==> src/hw/rtl/sed_pkg.sv <==
// Shared types and constants for the sync/escape byte deframer.
package sed_pkg;

  // Byte-wide payload on both stream sides
  localparam int unsigned ByteW = 8;

  // Configuration register indexes
  localparam int unsigned CfgIdxW = 1;
  localparam logic [CfgIdxW-1:0] CFG_SYNC   = 1'b0;
  localparam logic [CfgIdxW-1:0] CFG_ESCAPE = 1'b1;

  // Register reset values
  localparam logic [ByteW-1:0] SYNC_RESET   = 8'h7E;
  localparam logic [ByteW-1:0] ESCAPE_RESET = 8'h7D;

  // Mask applied to the byte following an escape
  localparam logic [ByteW-1:0] XOR_MASK = 8'h20;

  // Receive mode, one-hot
  typedef enum logic [2:0] {
    MODE_HUNT  = 3'b001,
    MODE_FRAME = 3'b010,
    MODE_ESC   = 3'b100
  } mode_e;

  // Result of one byte transaction, handed to the output register
  typedef struct packed {
    logic             valid;
    logic [ByteW-1:0] data;
    logic             last;
    logic             abort;
  } sed_res_t;

endpackage

==> src/hw/rtl/sed_fsm.sv <==
// Framing state machine: hunt, unescape, frame length limit.
module sed_fsm #(
  parameter int unsigned MAX_FRAME = 256
) (
  input  logic                      clk_i,
  input  logic                      rst_ni,
  input  logic                      accept_i,
  input  logic [sed_pkg::ByteW-1:0] byte_i,
  input  logic [sed_pkg::ByteW-1:0] sync_i,
  input  logic [sed_pkg::ByteW-1:0] escape_i,
  output sed_pkg::sed_res_t         res_o
);
  import sed_pkg::*;

  localparam int unsigned CntW = $clog2(MAX_FRAME);
  localparam logic [CntW-1:0] CntLast = CntW'(MAX_FRAME - 1);

  mode_e           mode_q, mode_d;
  logic [CntW-1:0] cnt_q, cnt_d;
  logic            emit;
  logic            closing;
  logic            cut;
  logic [ByteW-1:0] out_byte;

  // Decode the byte against the current mode
  always_comb begin
    mode_d   = mode_q;
    cnt_d    = cnt_q;
    emit     = 1'b0;
    closing  = 1'b0;
    out_byte = byte_i;
    case (mode_q)
      MODE_ESC: begin
        emit     = 1'b1;
        out_byte = byte_i ^ XOR_MASK;
      end
      MODE_FRAME: begin
        if (byte_i == escape_i) begin
          mode_d = MODE_ESC;
        end else begin
          emit    = 1'b1;
          closing = (byte_i == sync_i);
        end
      end
      default: begin
        mode_d = (byte_i == sync_i) ? MODE_FRAME : MODE_HUNT;
        cnt_d  = '0;
      end
    endcase

    // Cut the frame off once it reaches the length limit
    cut = emit && !closing && (cnt_q == CntLast);
    if (emit) begin
      if (closing || cut) begin
        mode_d = MODE_HUNT;
        cnt_d  = '0;
      end else begin
        mode_d = MODE_FRAME;
        cnt_d  = cnt_q + 1'b1;
      end
    end

    res_o.valid = emit;
    res_o.data  = out_byte;
    res_o.last  = closing || cut;
    res_o.abort = cut;
  end

  // Advance state only on an accepted transaction
  always_ff @(posedge clk_i or negedge rst_ni) begin
    if (!rst_ni) begin
      mode_q <= MODE_HUNT;
      cnt_q  <= '0;
    end else if (accept_i) begin
      mode_q <= mode_d;
      cnt_q  <= cnt_d;
    end
  end

  // The count is cleared whenever the block hunts
  a_hunt_cnt_zero: assert property (@(posedge clk_i) disable iff (!rst_ni)
    (mode_q == MODE_HUNT) |-> (cnt_q == '0))
    else $error("frame count not zero while hunting");

  // An escaped byte is always followed by a non-escape mode
  a_esc_once: assert property (@(posedge clk_i) disable iff (!rst_ni)
    (accept_i && mode_q == MODE_ESC) |=> (mode_q != MODE_ESC))
    else $error("escape mode held after escaped byte");

  // A byte emitted while escaped never closes a frame normally; it ends one only by a length cut
  a_esc_not_close: assert property (@(posedge clk_i) disable iff (!rst_ni)
    (mode_q == MODE_ESC && res_o.last) |-> res_o.abort)
    else $error("escaped byte closed frame without abort");

endmodule

==> src/hw/rtl/sync_escape_deframer_top.sv <==
// Top level of the sync/escape byte deframer with output register.
// The result of an accepted input byte is registered and appears on m_axis in the cycle after.
// Throughput: one byte per cycle; s_axis_tready is low only while a result
// is held and m_axis_tready is low (single output register).
// Escape bytes that open an escape sequence and bytes outside a frame give no result.
// Reset (rst_ni low, asynchronous) returns to hunting, clears the output
// valid and loads sync 0x7E and escape 0x7D.
module sync_escape_deframer_top #(
  parameter int unsigned MAX_FRAME = 256
) (
  input  logic                        clk_i,
  input  logic                        rst_ni,
  // input stream
  input  logic                        s_axis_tvalid,
  output logic                        s_axis_tready,
  input  logic [7:0]                  s_axis_tdata,  // [7:0] in_byte
  // output stream
  output logic                        m_axis_tvalid,
  input  logic                        m_axis_tready,
  output logic [7:0]                  m_axis_tdata,  // [7:0] out_byte
  output logic                        m_axis_tlast,  // frame_end
  output logic                        m_axis_tuser,  // [0] aborted
  // configuration write port
  input  logic                        cfg_we_i,
  input  logic [sed_pkg::CfgIdxW-1:0] cfg_idx_i,
  input  logic [sed_pkg::ByteW-1:0]   cfg_wdata_i
);
  import sed_pkg::*;

  logic [ByteW-1:0] sync_q;
  logic [ByteW-1:0] escape_q;
  logic             accept;
  sed_res_t         res;
  logic             out_valid_q;
  logic [ByteW-1:0] out_data_q;
  logic             out_last_q;
  logic             out_abort_q;

  // Configuration registers
  always_ff @(posedge clk_i or negedge rst_ni) begin
    if (!rst_ni) begin
      sync_q   <= SYNC_RESET;
      escape_q <= ESCAPE_RESET;
    end else if (cfg_we_i) begin
      case (cfg_idx_i)
        CFG_SYNC:   sync_q   <= cfg_wdata_i;
        CFG_ESCAPE: escape_q <= cfg_wdata_i;
        default:    ;
      endcase
    end
  end

  // Take a byte whenever the output register is free or draining
  assign s_axis_tready = !out_valid_q || m_axis_tready;
  assign accept        = s_axis_tvalid && s_axis_tready;

  sed_fsm #(
    .MAX_FRAME (MAX_FRAME)
  ) u_fsm (
    .clk_i    (clk_i),
    .rst_ni   (rst_ni),
    .accept_i (accept),
    .byte_i   (s_axis_tdata),
    .sync_i   (sync_q),
    .escape_i (escape_q),
    .res_o    (res)
  );

  // Output valid: set on a new result, drop once the transaction completes
  always_ff @(posedge clk_i or negedge rst_ni) begin
    if (!rst_ni) begin
      out_valid_q <= 1'b0;
    end else if (accept && res.valid) begin
      out_valid_q <= 1'b1;
    end else if (m_axis_tready) begin
      out_valid_q <= 1'b0;
    end
  end

  // Output payload: load with each new result, hold otherwise
  always_ff @(posedge clk_i) begin
    if (accept && res.valid) begin
      out_data_q  <= res.data;
      out_last_q  <= res.last;
      out_abort_q <= res.abort;
    end
  end

  assign m_axis_tvalid = out_valid_q;
  assign m_axis_tdata  = out_data_q;
  assign m_axis_tlast  = out_last_q;
  assign m_axis_tuser  = out_abort_q;

  // An aborted byte always ends its frame
  a_abort_last: assert property (@(posedge clk_i) disable iff (!rst_ni)
    (m_axis_tvalid && m_axis_tuser) |-> m_axis_tlast)
    else $error("aborted result without frame end");

  // A result with nothing accepted to replace it stays pending under stall
  a_no_drop: assert property (@(posedge clk_i) disable iff (!rst_ni)
    (m_axis_tvalid && !m_axis_tready) |=> m_axis_tvalid)
    else $error("pending result lost under stall");

  // Input is never blocked while the output register is empty
  a_ready_free: assert property (@(posedge clk_i) disable iff (!rst_ni)
    !out_valid_q |-> s_axis_tready)
    else $error("input stalled with empty output register");

endmodule

==> config.mk <==
export PLATFORM = sky130hd
export DESIGN_NAME = sync_escape_deframer_top
export DESIGN_NICKNAME = d
export VERILOG_FILES = /design/src/hw/rtl/sed_pkg.sv /design/src/hw/rtl/sed_fsm.sv /design/src/hw/rtl/sync_escape_deframer_top.sv
export SDC_FILE = /design/constraint.sdc
export NUM_CORES = 1
export LEC_CHECK = 0
export ABC_AREA = 1
export BUFFER_PORTS_ARGS = -buffer_cell sky130_fd_sc_hd__buf_2
export CORE_MARGIN = 4
export CORE_UTILIZATION = 35
export DETAILED_ROUTE_END_ITERATION = 8
export MAX_ROUTING_LAYER = met4
export SLEW_MARGIN = 20
export SYNTH_ARGS = -nofsm -noshare
export SYNTH_HDL_FRONTEND = slang
export SYNTH_HIERARCHICAL = 1
export SYNTH_SLANG_ARGS = --single-unit
==> constraint.sdc <==
create_clock -name clk_i -period 2.94 [get_ports clk_i]
set_clock_uncertainty 0.05 [all_clocks]
set_input_delay 0.588 -clock clk_i [delete_from_list [all_inputs] [get_ports clk_i]]
set_output_delay 0.588 -clock clk_i [all_outputs]
set_load 0.01 [all_outputs]
* Yosys cells after proc, flatten, opt, wreduce, memory -nomap -nowiden
Index checks and enable logic that the tools add are counted.
** Storage, ports and cells
- Register bits :: 38
- Bits of input ports :: 22
- Output and inout bits :: 12
** Operators by class
- Bitwise gates (word level) :: 2
- Reductions and logical operators :: 14
- Add/subtract/negate cells :: 1
- Muxes and demuxes :: 15
- Equal/unequal tests :: 8
** Operators with widths (count)
- two-way mux 8 bit :: 3
- == test 8 bit :: 2
- adder 8 x 1 -> 8 bit (second input constant) :: 1
- == test 8 bit (second input constant) :: 1
- two-way mux 3 bit :: 2
- two-way mux 6 bit :: 1
- one-hot mux 3 bit (2 select lines) :: 1
- AND reduction 2 bit :: 3
- two-way mux 1 bit :: 5
- logical AND 1 bit :: 4
- two-way mux 2 bit :: 2
- != test 2 x 1 -> 1 bit (second input constant) :: 2
- == test 3 x 2 -> 1 bit (second input constant) :: 1
- == test 3 bit (second input constant) :: 1
- != test 3 x 1 -> 1 bit (second input constant) :: 1
- AND reduction 3 bit :: 1
- zero test 1 bit :: 2
- logical OR 1 bit :: 2
- inverter 1 bit :: 2
- one-hot mux 1 bit (2 select lines) :: 1
- nonzero test 2 bit :: 1
- OR reduction 2 bit :: 1

* Depth between registers and ports, before layout
Gate-level depths: netlist of the first run.
- Word-level depth :: 9
- Gate-level depth with buffers :: 11
- Mapped depth without buffers :: 11

* Modules after synthesis
Netlist of the first run, hierarchy kept.
** By module, submodules not included
- sed_fsm :: area each 1059.8 sq um, cells an instance 163, instances 1, seq. area each 276.5 sq um
- sync_escape_deframer_top :: area each 1034.7 sq um, cells an instance 89, instances 1, seq. area each 740.7 sq um

* Worst setup path before layout of the first run
Ideal clock, no wire load.
- Path kind :: input-to-reg
- Start point :: input port s_axis_tdata[0]
- End point :: register out_data_q[0], in the netlist m_axis_tdata[0], enable pin
- Setup slack :: 863 ps
- Required time :: 2514 ps
- Stages on the path :: 11
- Data arrival time :: 1650 ps
- Library setup time :: 376 ps
- Cells stage by stage :: inv_1 -> nand2_1 -> nand2_1 -> nand2_1 -> nor2_2 -> nand2_1 -> nand2_1 -> nand2_2 -> buf_4 -> inv_1 -> nor2_1
** Between the ends
- Longest elaborated chain between the ends :: 4
** RTL lines
- start, declared :: line sync_escape_deframer_top.sv:16 : input logic [7:0] s_axis_tdata,
- == test 8 bit :: line sed_fsm.sv:38 : if (byte_i == escape_i) begin
- two-way mux 1 bit :: line sed_fsm.sv:38
- one-hot mux 1 bit (2 select lines) :: line sed_fsm.sv:32 : case (mode_q)
- named net u_fsm.emit :: line sed_fsm.sv:20 : logic emit;
- logical AND 1 bit :: line sync_escape_deframer_top.sv:82 : if (accept && res.valid) begin
- end signal, assigned :: line sync_escape_deframer_top.sv:83 : out_data_q <= res.data;
- end, declared :: line sync_escape_deframer_top.sv:35 : logic [ByteW-1:0] out_data_q;
The timed path passes the listed nets, and every way through them passes these cells.
A chain may end at the register's enable or synchronous reset.

==> qor.txt, run 1 <==
CP Launch Type: flip-flop
Share of the synthesized area in the top cell type: 17.92%
Global-route wire length before repair: 7141 microns
Area Overhead vs Synth: 12.37%
Worst slew pin tran: 0.8366 ns
#FFs+latches synth: 38
Slew margin rel.: 44.02%
Syn. warnings: 6
DIE WIDTH: 85.36 microns
Syn Inst Count: 252
Die area: 7286 sq um
Root buffer cell: clkbuf_8
# Max-Cap Violations: 0
DPL Wire Length: 3013 microns
RSZ-0062 raised after global routing: false
CP arrival: 2.07 ns
Antenna violations before repair: 0
Syn avg cell area: 8.312 sq um
Area contributors post-synth: dfrtp_1 18%, dfstp_2 16%, nand2_1 15%
H-tree Lvls: 2
Post-route setup TNS: 0 ns
Worst EP required: 2.81 ns
Syn Nets: 275
Layout cells sized above 1: 24.73%
# DRC: 0
Largest net degree at the start of global routing: 29
GRT Overall Usage: 12.64%
Leak: 1.153 nW
Clock Latency Late Sink: 0.29 ns
Total iterations of the first detailed-routing run: 4
Area of the mapped netlist: 2095 sq um
Port Buf Inserts: 33
CTS clk-pin slew, worst paths: 0.08 ns
Hold buffer count at CTS: 0
Overall routed net length: 4216 microns
Commonest non-fill, non-tap cell in the layout: nand2_1
Setup-failing EPs final: 0
Die height: 85.36 microns
Core Util, Final: 41.72%
Status: finished, final reports clean
CTS tree: yes
Setup CP Type: reg -> reg
Pwr per Cell Area: 623.2 nW/um^2
CP Capture Type: flip-flop
Worst hold path type: in -> async
Final Max Tran Viols: 0
Grt total ovfl: 0
Seq/Total Area, Yosys: 48.57%
Vias in the first global route: 1,498
Core region area: 5642 sq um
Synth unique cells: 28
Period minus WS final: 2.201 ns
VDD IR-drop max: 0.0003098 V
# IOs: 34
Worst hold margin: 0.2708 ns
Post-CTS Setup Inserts: 0
Ant. Diodes: 0
Vias: 1,598
Area of the multi-input gates: 833.3 sq um
Area after DPL: 2237 sq um
Crit Path Max Fanout: 10
Gpl congestion: 0.8045
ANT nets after route: 0
Cts repair resizes: 0
NumNets Final: 301
TritonCTS buffer count: 5
Crit path launch: escape_q[5]$_DFFE_PN1P_
Critical R2R Launch: escape_q[5]$_DFFE_PN1P_
Routed WL per cell: 12.01 microns
Register Area: 1017 sq um
Vias per cell: 4.553
Site Rows: 27
Most frequent cells in the layout: 86 x nand2_1, 33 x buf_2, 27 x inv_1
Fill count: 547
Final period util: 74.87%
Clock sinks: 38
DRT iter0 DRCs: 82
Yosys top cell by area: dfrtp_1
Initial Util: 37.13%
Longest Clk Path Bufs: 2
Max Fclk: 454.3 MHz
Hold violation count in the final report: 0
Cell area after layout: 2354 sq um
[where the power goes]
| part | internal (mW) | switching (mW) |
|---|---|---|
| clock network | 0.277 | 0.182 |
| logic | 0.109 | 0.201 |
| registers | 0.645 | 0.0538 |
| total | 1.03 | 0.436 |
[through the flow]
step                setup slack (ns)  std cells  power [mW]
CTS                           0.7045        351       1.483
global placement              0.5250        343       1.013
floorplan                     0.8634        252      0.9298
global route                  0.6171        351       1.559
finish                        0.7388        351       1.467
detailed placement            0.4956        343       1.020
[cell families (layout without fill, tap and decap cells)]
family | count (synthesis) | after routing | share of synthesized area (%)
adders and majority gates | 1 | 1 | 0.5973
DFF | 38 | 38 | 48.57
xor gates and xnor gates | 10 | 10 | 4.181
AOI/OAI and AO/OA | 12 | 12 | 2.867
and+or+nand+nor | 145 | 145 | 32.14
buffers and inverters | 46 | 73 | 11.65
[cells in the mapped netlist (all sizes together)]
library cell  instances
edfxtp               10
a21oi                 7
nor4                  1
inv                  31
dfstp                13
dfrtp                15
nor2                 17
nor3                  3
nand4                 6
xnor2                 5
xor2                  5
nand2                89
ha                    1
clkbuf                2
buf                  13
nand3                29
o21ai                 5
[sequential cells by signal, summed over array words and instances, names as in the netlist]
register,cells
escape_q,8
m_axis_tdata,8
sync_q,8
u_fsm/cnt_q,8
u_fsm/mode_q,3
m_axis_tlast,1
m_axis_tuser,1
m_axis_tvalid,1
[worst paths after layout]
check | to | slack, ns | cells after the start
max | m_axis_tdata[2]$_DFFE_PP_ | 0.74 | 10
min | escape_q[1]$_DFFE_PN0P_ | 0.27 | 1
max reg2reg | m_axis_tdata[2]$_DFFE_PP_ | 0.74 | 10
min reg2reg | sync_q[5]$_DFFE_PN1P_ | 0.43 | 2
max in group asynchronous | u_fsm/cnt_q[3]$_DFFE_PN0P_ | 2.15 | 1
min in group clk_i | sync_q[5]$_DFFE_PN1P_ | 0.43 | 2
[critical path, cell delays in order (launching register included)]
cell	delay [ns]
dfstp_2	0.54
inv_1	0.04
nand2_1	0.04
nand2_1	0.04
nand2_1	0.09
nor2_2	0.05
nand2_1	0.09
nand2_1	0.07
nand2_2	0.10
inv_1	0.06
nor2_1	0.65
[routing by layer]
layer  GRT usage [%]  part of all wire [%]
met1           17.03                    50
met2           18.08                    43
met3           2.524                   5.3
met4           6.043                   2.0
met5               -                     0
[layout make-up]
type / count / share of cell area (%)
flip-flops and latches: 38 / 43.22
multi-input cells: 168 / 35.41
repair buffers: 34 / 7.337
inverters: 31 / 5.263
well taps: 72 / 3.828
clock buffers: 7 / 3.668
clock inverters: 1 / 1.276
(Power assumes the default switching activity.)
==> inputs of run 2 (changes only) <==
--- a/config.mk
+++ b/config.mk
@@ -5,7 +5,7 @@
 export SDC_FILE = /design/constraint.sdc
 export NUM_CORES = 1
 export LEC_CHECK = 0
-export ABC_AREA = 1
+export ABC_AREA = 0
 export BUFFER_PORTS_ARGS = -buffer_cell sky130_fd_sc_hd__buf_2
 export CORE_MARGIN = 4
 export CORE_UTILIZATION = 35
==> constraint.sdc (replaced) <==
create_clock -name clk_i -period 2 [get_ports clk_i]
set_clock_uncertainty 0.05 [all_clocks]
set_input_delay 0.4 -clock clk_i [delete_from_list [all_inputs] [get_ports clk_i]]
set_output_delay 0.4 -clock clk_i [all_outputs]
set_load 0.01 [all_outputs]
==> qor.txt, run 2 <==
Status: finished, final reports clean (unchanged)
Site Rows: 26 (was 27)
Total iterations of the first detailed-routing run: 4 (unchanged)
NumNets Final: 223 (was 301)
CP Launch Type: flip-flop (unchanged)
Main synth FF type: dfrtp_1 (unchanged)
CTS tree: yes (unchanged)
Clock sinks: 38 (unchanged)
Worst hold margin: 0.07564 ns (was 0.2708 ns)
R2R cell count: 6 (was 10)
# Max-Cap Violations: 0 (unchanged)
Count leader, synth: xor2_1 (was nand2_1)
Area contributors post-synth: dfrtp_1 19%, dfstp_2 17%, edfxtp_1 15% (was dfrtp_1 18%, dfstp_2 16%, nand2_1 15%)
CP arrival: 2.05 ns (was 2.07 ns)
Hold buffer count at CTS: 0 (unchanged)
R2R Setup Slk: 0.11 ns (was 0.74 ns)
Cell area after layout: 2360 sq um (was 2354 sq um)
Worst slack, placed: -0.02772 ns (was 0.4956 ns)
H-tree Lvls: 2 (unchanged)
Setup CP Type: reg -> reg (unchanged)
Buf/Inv on CP: 1 (was 2)
EDFF count, synth: 10 (unchanged)
Core region area: 5270 sq um (was 5642 sq um)
CP Cell Sequence: xor2_1 > nor4_2 > buf_4 > and3_4 > or4_1 > a21oi_1 (was inv_1 > nand2_1 > nand2_1 > nand2_1 > nor2_2 > nand2_1 > nand2_1 > nand2_2 > inv_1 > nor2_1)
Final period util: 94.57% (was 74.87%)
Post-synth top cells: 17 x xor2_1, 15 x dfrtp_1, 13 x dfstp_2 (was 86 x nand2_1, 27 x inv_1, 26 x nand3_1)
Largest net degree at the start of global routing: 29 (unchanged)
Reg-to-Reg End: u_fsm/cnt_q[5]$_DFFE_PN0P_ (was m_axis_tdata[2]$_DFFE_PP_)
Max Fclk: 528.7 MHz (was 454.3 MHz)
Worst hold path type: in -> async (unchanged)
Global-route wire length before repair: 6589 microns (was 7141 microns)
Crit-path max cell delay: 0.54 ns (was 0.65 ns)
Syn Inst Count: 157 (was 252)
CTS clk-pin slew, worst paths: 0.07 ns (was 0.08 ns)
Routed WL per cell: 14.38 microns (was 12.01 microns)
Placed Cells: 263 (was 343)
Layout cells sized above 1: 49.25% (was 24.73%)
Power, Total: 2.074 mW (was 1.467 mW)
Post-route setup TNS: 0 ns (unchanged)
Leak: 1.014 nW (was 1.153 nW)
VDD IR-drop max: 0.0002925 V (was 0.0003098 V)
Antenna violations before repair: 0 (unchanged)
Area of the mapped netlist: 1959 sq um (was 2095 sq um)
Area after DPL: 2230 sq um (was 2237 sq um)
Hold violation count in the final report: 0 (unchanged)
Seq/Total Area, Yosys: 51.92% (was 48.57%)
Period minus WS final: 1.891 ns (was 2.201 ns)
Longest Clk Path Bufs: 2 (unchanged)
DIE WIDTH: 82.82 microns (was 85.36 microns)
Overall routed net length: 3896 microns (was 4216 microns)
# DRC: 0 (unchanged)
Worst EP required: 2.16 ns (was 2.81 ns)
Area of the multi-input gates: 857.1 sq um (was 833.3 sq um)
Ant. Diodes: 0 (unchanged)
Area Overhead vs Synth: 20.43% (was 12.37%)
Crit Path Max Fanout: 5 (was 10)
RSZ-0062 raised after global routing: false (unchanged)
Final Max Tran Viols: 0 (unchanged)
Die height: 82.82 microns (was 85.36 microns)
#FFs+latches synth: 38 (unchanged)
Register Area: 1017 sq um (unchanged)
Gpl congestion: 0.8192 (was 0.8045)
Core Util, Final: 44.78% (was 41.72%)
Grt total ovfl: 0 (unchanged)
Setup-failing EPs final: 0 (unchanged)
Pwr per Cell Area: 878.8 nW/um^2 (was 623.2 nW/um^2)
TritonCTS buffer count: 5 (unchanged)
CP delay by family, top: simple AND/OR/NAND/NOR gates (unchanged)
DPL Wire Length: 2981 microns (was 3013 microns)
Fill count: 506 (was 547)
ANT nets after route: 0 (unchanged)
Share of the synthesized area in the top cell type: 19.16% (was 17.92%)
Vias per cell: 4.886 (was 4.553)
Root buffer cell: clkbuf_8 (unchanged)
Port Buf Inserts: 33 (unchanged)
Most frequent cells in the layout: 33 x buf_2, 17 x xor2_1, 15 x dfrtp_1 (was 86 x nand2_1, 33 x buf_2, 27 x inv_1)
Initial Util: 37.18% (was 37.13%)
CP max stage cell: dfstp_2 (was nor2_1)
Syn avg cell area: 12.48 sq um (was 8.312 sq um)
Critical R2R Launch: escape_q[0]$_DFFE_PN1P_ (was escape_q[5]$_DFFE_PN1P_)
Worst slew pin tran: 0.6241 ns (was 0.8366 ns)
Clock Latency Late Sink: 0.29 ns (about the same)
Commonest non-fill, non-tap cell in the layout: buf_2 (was nand2_1)
Die area: 6859 sq um (was 7286 sq um)
Synth unique cells: 47 (was 28)
Vias in the first global route: 1,346 (was 1,498)
Post-CTS Setup Inserts: 0 (unchanged)
DRT iter0 DRCs: 54 (was 82)
Vias: 1,324 (was 1,598)
Fraction of registers with async set/reset: 73.68% (unchanged)
GRT Overall Usage: 12.30% (was 12.64%)
Cts repair resizes: 0 (unchanged)
Finished Layout Cells: 271 (was 351)
Slew margin rel.: 58.39% (was 44.02%)
Yosys top cell by area: dfrtp_1 (unchanged)
Syn Nets: 180 (was 275)
Final worst-path setup slack: 0.1086 ns (was 0.7388 ns)
CP Capture Type: flip-flop (unchanged)
Syn. warnings: 6 (unchanged)
# IOs: 34 (unchanged)
-- run 2: cell count changes after synthesis, sizes merged, moves of 3 or more --
| cell | delta |
|---|---|
| and2 | +3 |
| inv | -28 |
| mux2 | +17 |
| nand2 | -81 |
| nand3 | -26 |
| nand4 | -4 |
| nor2 | -12 |
| nor4 | +3 |
| or3 | +7 |
| xnor2 | -4 |
| xor2 | +12 |
-- run 2: worst max path at each step --
stage / end / start / cells past startpoint / slack [ns]
floorplan: m_axis_tdata[0]$_DFFE_PP_ / u_fsm/mode_q[1]$_DFFE_PN0P_ / 7 / 0.09
global placement: u_fsm/mode_q[0]$_DFFE_PN1P_ / s_axis_tdata[6] / 6 / 0.007
detailed placement: u_fsm/mode_q[0]$_DFFE_PN1P_ / s_axis_tdata[6] / 6 / -0.03
CTS: m_axis_tdata[6]$_DFFE_PP_ / u_fsm/mode_q[1]$_DFFE_PN0P_ / 6 / 0.009
global route: u_fsm/cnt_q[2]$_DFFE_PN0P_ / escape_q[6]$_DFFE_PN1P_ / 6 / 0.01
finish: u_fsm/cnt_q[5]$_DFFE_PN0P_ / escape_q[0]$_DFFE_PN1P_ / 6 / 0.11
-- run 2: kinds of logic after synthesis --
logic type      count (synthesis)  synth area share, %
compound gates                 25                8.557
xor+xnor                       18                8.046
fa+ha+maj                       1               0.6385
buf+inv                        14                5.172
flops                          38                51.92
mux                            17                11.30
simple gates                   44                14.37
-- run 2: metal layers --
metal	global-route usage [%]	up-vias	part of all wire [%]	wire [microns]
met5	-	-	0	0
met4	6.092	0	2.5	97
met3	3.564	8	4.5	175
met2	18.29	32	47	1829
met1	15.31	637	46	1792
li1	-	647	-	-
-- run 2: area by class of cell --
cell class	instances	share of cell area, %
Clock inverter	1	1.273
Clock buffer	7	3.659
Tap cell	70	3.712
Multi-Input combinational cell	105	36.32
Inverter	3	0.4772
Timing Repair Buffer	47	11.45
Sequential cell	38	43.11
-- run 2: power breakdown --
group          switching [mW]  leakage (nW)  internal [mW]  total, mW
Combinational           0.213         0.530          0.221      0.434
Sequential             0.0552         0.426          0.919      0.974
Clock                   0.260        0.0585          0.406      0.666
Total                   0.528          1.01           1.55       2.07
==> inputs of run 3 (changes only) <==
--- a/config.mk
+++ b/config.mk
@@ -8,9 +8,10 @@
 export ABC_AREA = 0
 export BUFFER_PORTS_ARGS = -buffer_cell sky130_fd_sc_hd__buf_2
 export CORE_MARGIN = 4
-export CORE_UTILIZATION = 35
+export CORE_UTILIZATION = 50
 export DETAILED_ROUTE_END_ITERATION = 8
 export MAX_ROUTING_LAYER = met4
+export PLACE_DENSITY = 0.75
 export SLEW_MARGIN = 20
 export SYNTH_ARGS = -nofsm -noshare
 export SYNTH_HDL_FRONTEND = slang
==> qor.txt, run 3 (synthesized netlist as in run 2, its figures left out) <==
Status: finished, final reports clean (unchanged)
Clk pwr share: 31.5% (was 32.1%)
Crit path launch: sync_q[1]$_DFFE_PN1P_ (was escape_q[0]$_DFFE_PN1P_)
Overall routed net length: 3927 microns (was 3896 microns)
Commonest non-fill, non-tap cell in the layout: buf_2 (unchanged)
Vias: 1,309 (was 1,324)
DIE WIDTH: 70.60 microns (was 82.82 microns)
Gpl congestion: 0.8950 (was 0.8192)
Vias in the first global route: 1,358 (was 1,346)
Placed Cells: 232 (was 263)
DPL Wire Length: 2890 microns (was 2981 microns)
Longest Clk Path Bufs: 2 (unchanged)
Die height: 70.60 microns (was 82.82 microns)
Global-route wire length before repair: 6603 microns (was 6589 microns)
Die area: 4984 sq um (was 6859 sq um)
Final worst-path setup slack: 0.02167 ns (was 0.1086 ns)
GRT Overall Usage: 17.83% (was 12.30%)
Ant. Diodes: 0 (unchanged)
Share of power burned in registers: 48.9% (was 47.0%)
Pwr per Cell Area: 887.7 nW/um^2 (was 878.8 nW/um^2)
P_int: 1.479 mW (was 1.546 mW)
Setup CP Type: reg -> reg (unchanged)
TritonCTS buffer count: 5 (unchanged)
Switching fraction of total power: 27.06% (was 25.45%)
CP Launch Type: flip-flop (unchanged)
Final Max Tran Viols: 0 (unchanged)
NumNets Final: 214 (was 223)
# IOs: 34 (unchanged)
CTS tree: yes (unchanged)
R2R Setup Slk: 0.02 ns (was 0.11 ns)
Crit Path Max Fanout: 5 (unchanged)
Slew margin rel.: 57.28% (was 58.39%)
ANT nets after route: 0 (unchanged)
Period minus WS final: 1.978 ns (was 1.891 ns)
Worst slew pin tran: 0.6407 ns (was 0.6241 ns)
Antenna violations before repair: 0 (unchanged)
Hold violation count in the final report: 0 (unchanged)
R2R cell count: 5 (was 6)
Largest net degree at the start of global routing: 29 (unchanged)
Core Util, Final: 61.48% (was 44.78%)
Initial Util: 52.73% (was 37.18%)
Most frequent cells in the layout: 33 x buf_2, 16 x xor2_1, 15 x dfrtp_1 (was 33 x buf_2, 17 x xor2_1, 15 x dfrtp_1)
Critical R2R Launch: sync_q[1]$_DFFE_PN1P_ (was escape_q[0]$_DFFE_PN1P_)
VDD IR-drop max: 0.0003706 V (was 0.0002925 V)
Layout cells sized above 1: 48.44% (was 49.25%)
Psw: 0.5488 mW (was 0.5277 mW)
Setup-failing EPs final: 0 (unchanged)
Grt total ovfl: 0 (unchanged)
Routed WL per cell: 16.36 microns (was 14.38 microns)
Worst hold margin: 0.06849 ns (was 0.07564 ns)
Root buffer cell: clkbuf_8 (unchanged)
Area Overhead vs Synth: 16.60% (was 20.43%)
CTS clk-pin slew, worst paths: 0.07 ns (about the same)
Area after DPL: 2135 sq um (was 2230 sq um)
Leak: 0.9746 nW (was 1.014 nW)
# DRC: 0 (unchanged)
Total iterations of the first detailed-routing run: 4 (unchanged)
Core region area: 3716 sq um (was 5270 sq um)
Worst hold path type: in -> async (unchanged)
Max Fclk: 505.5 MHz (was 528.7 MHz)
Clock sinks: 38 (unchanged)
Worst EP required: 2.01 ns (was 2.16 ns)
Reg-to-Reg End: m_axis_tuser$_DFFE_PP_ (was u_fsm/cnt_q[5]$_DFFE_PN0P_)
Port Buf Inserts: 33 (unchanged)
Finished Layout Cells: 240 (was 271)
Post-CTS Setup Inserts: 0 (unchanged)
Cell area after layout: 2285 sq um (was 2360 sq um)
# Max-Cap Violations: 0 (unchanged)
DRT iter0 DRCs: 73 (was 54)
Vias per cell: 5.454 (was 4.886)
Worst slack, placed: -0.04551 ns (was -0.02772 ns)
H-tree Lvls: 2 (unchanged)
Site Rows: 22 (was 26)
CP Capture Type: flip-flop (unchanged)
Combinational power share: 19.6% (was 20.9%)
CP arrival: 1.99 ns (was 2.05 ns)
Final period util: 98.92% (was 94.57%)
Clock Latency Late Sink: 0.30 ns (was 0.29 ns)
run 3: layout make-up:
class / count / area [sq um]
fill: 280 / 1431
multi-input combinational: 105 / 884.6
clock inverter: 3 / 40.04
sequential: 38 / 1017
inverter: 3 / 11.26
timing repair buffer: 38 / 202.7
tap: 48 / 60.06
clock buffer: 5 / 68.82
run 3: per-stage QoR:
stage	TNS [ns]	total power, mW
2_1_floorplan	0	1.256
3_3_place_gp	-0.009249	1.353
3_5_place_dp	-0.4792	1.374
4_1_cts	0	2.020
5_1_grt	-0.009361	2.132
6_report	0	2.028
run 3: worst max-delay path by stage:
stage,to,depth (start not counted)
floorplan,m_axis_tdata[0]$_DFFE_PP_,7
global placement,m_axis_tdata[1]$_DFFE_PP_,7
detailed placement,m_axis_tdata[1]$_DFFE_PP_,7
CTS,u_fsm/cnt_q[5]$_DFFE_PN0P_,6
global route,m_axis_tuser$_DFFE_PP_,5
finish,m_axis_tuser$_DFFE_PP_,5
run 3: critical path: stages (launching register included):
cell	delay, ns
dfstp_2	0.55
xor2_1	0.07
nor4_1	0.48
and2_2	0.28
o21ai_1	0.12
and2_1	0.19
run 3: what timing repair did:
action,in CTS,in global routing
endpoints found under the setup margin,10,11
pin swaps,0,0
hold buffers,0,0
gates resized for setup,1,5
cloned,0,0
run 3: power groups by stage:
stage | sequential [mW] | combinational [mW] | clock, mW
final | 0.992 | 0.397 | 0.639
after global routing | 1.01 | 0.433 | 0.694
after CTS | 0.990 | 0.376 | 0.655
after detailed placement | 1.00 | 0.371 | 0
after global placement | 0.997 | 0.356 | 0
after floorplan | 0.996 | 0.260 | 0
run 3: per-layer routing:
metal | GRT usage, % | up-vias | wire, microns
li1 | - | 629 | -
met1 | 22.55 | 633 | 1751
met2 | 26.51 | 40 | 1873
met3 | 5.398 | 7 | 226
met4 | 7.933 | 0 | 76
met5 | - | - | 0
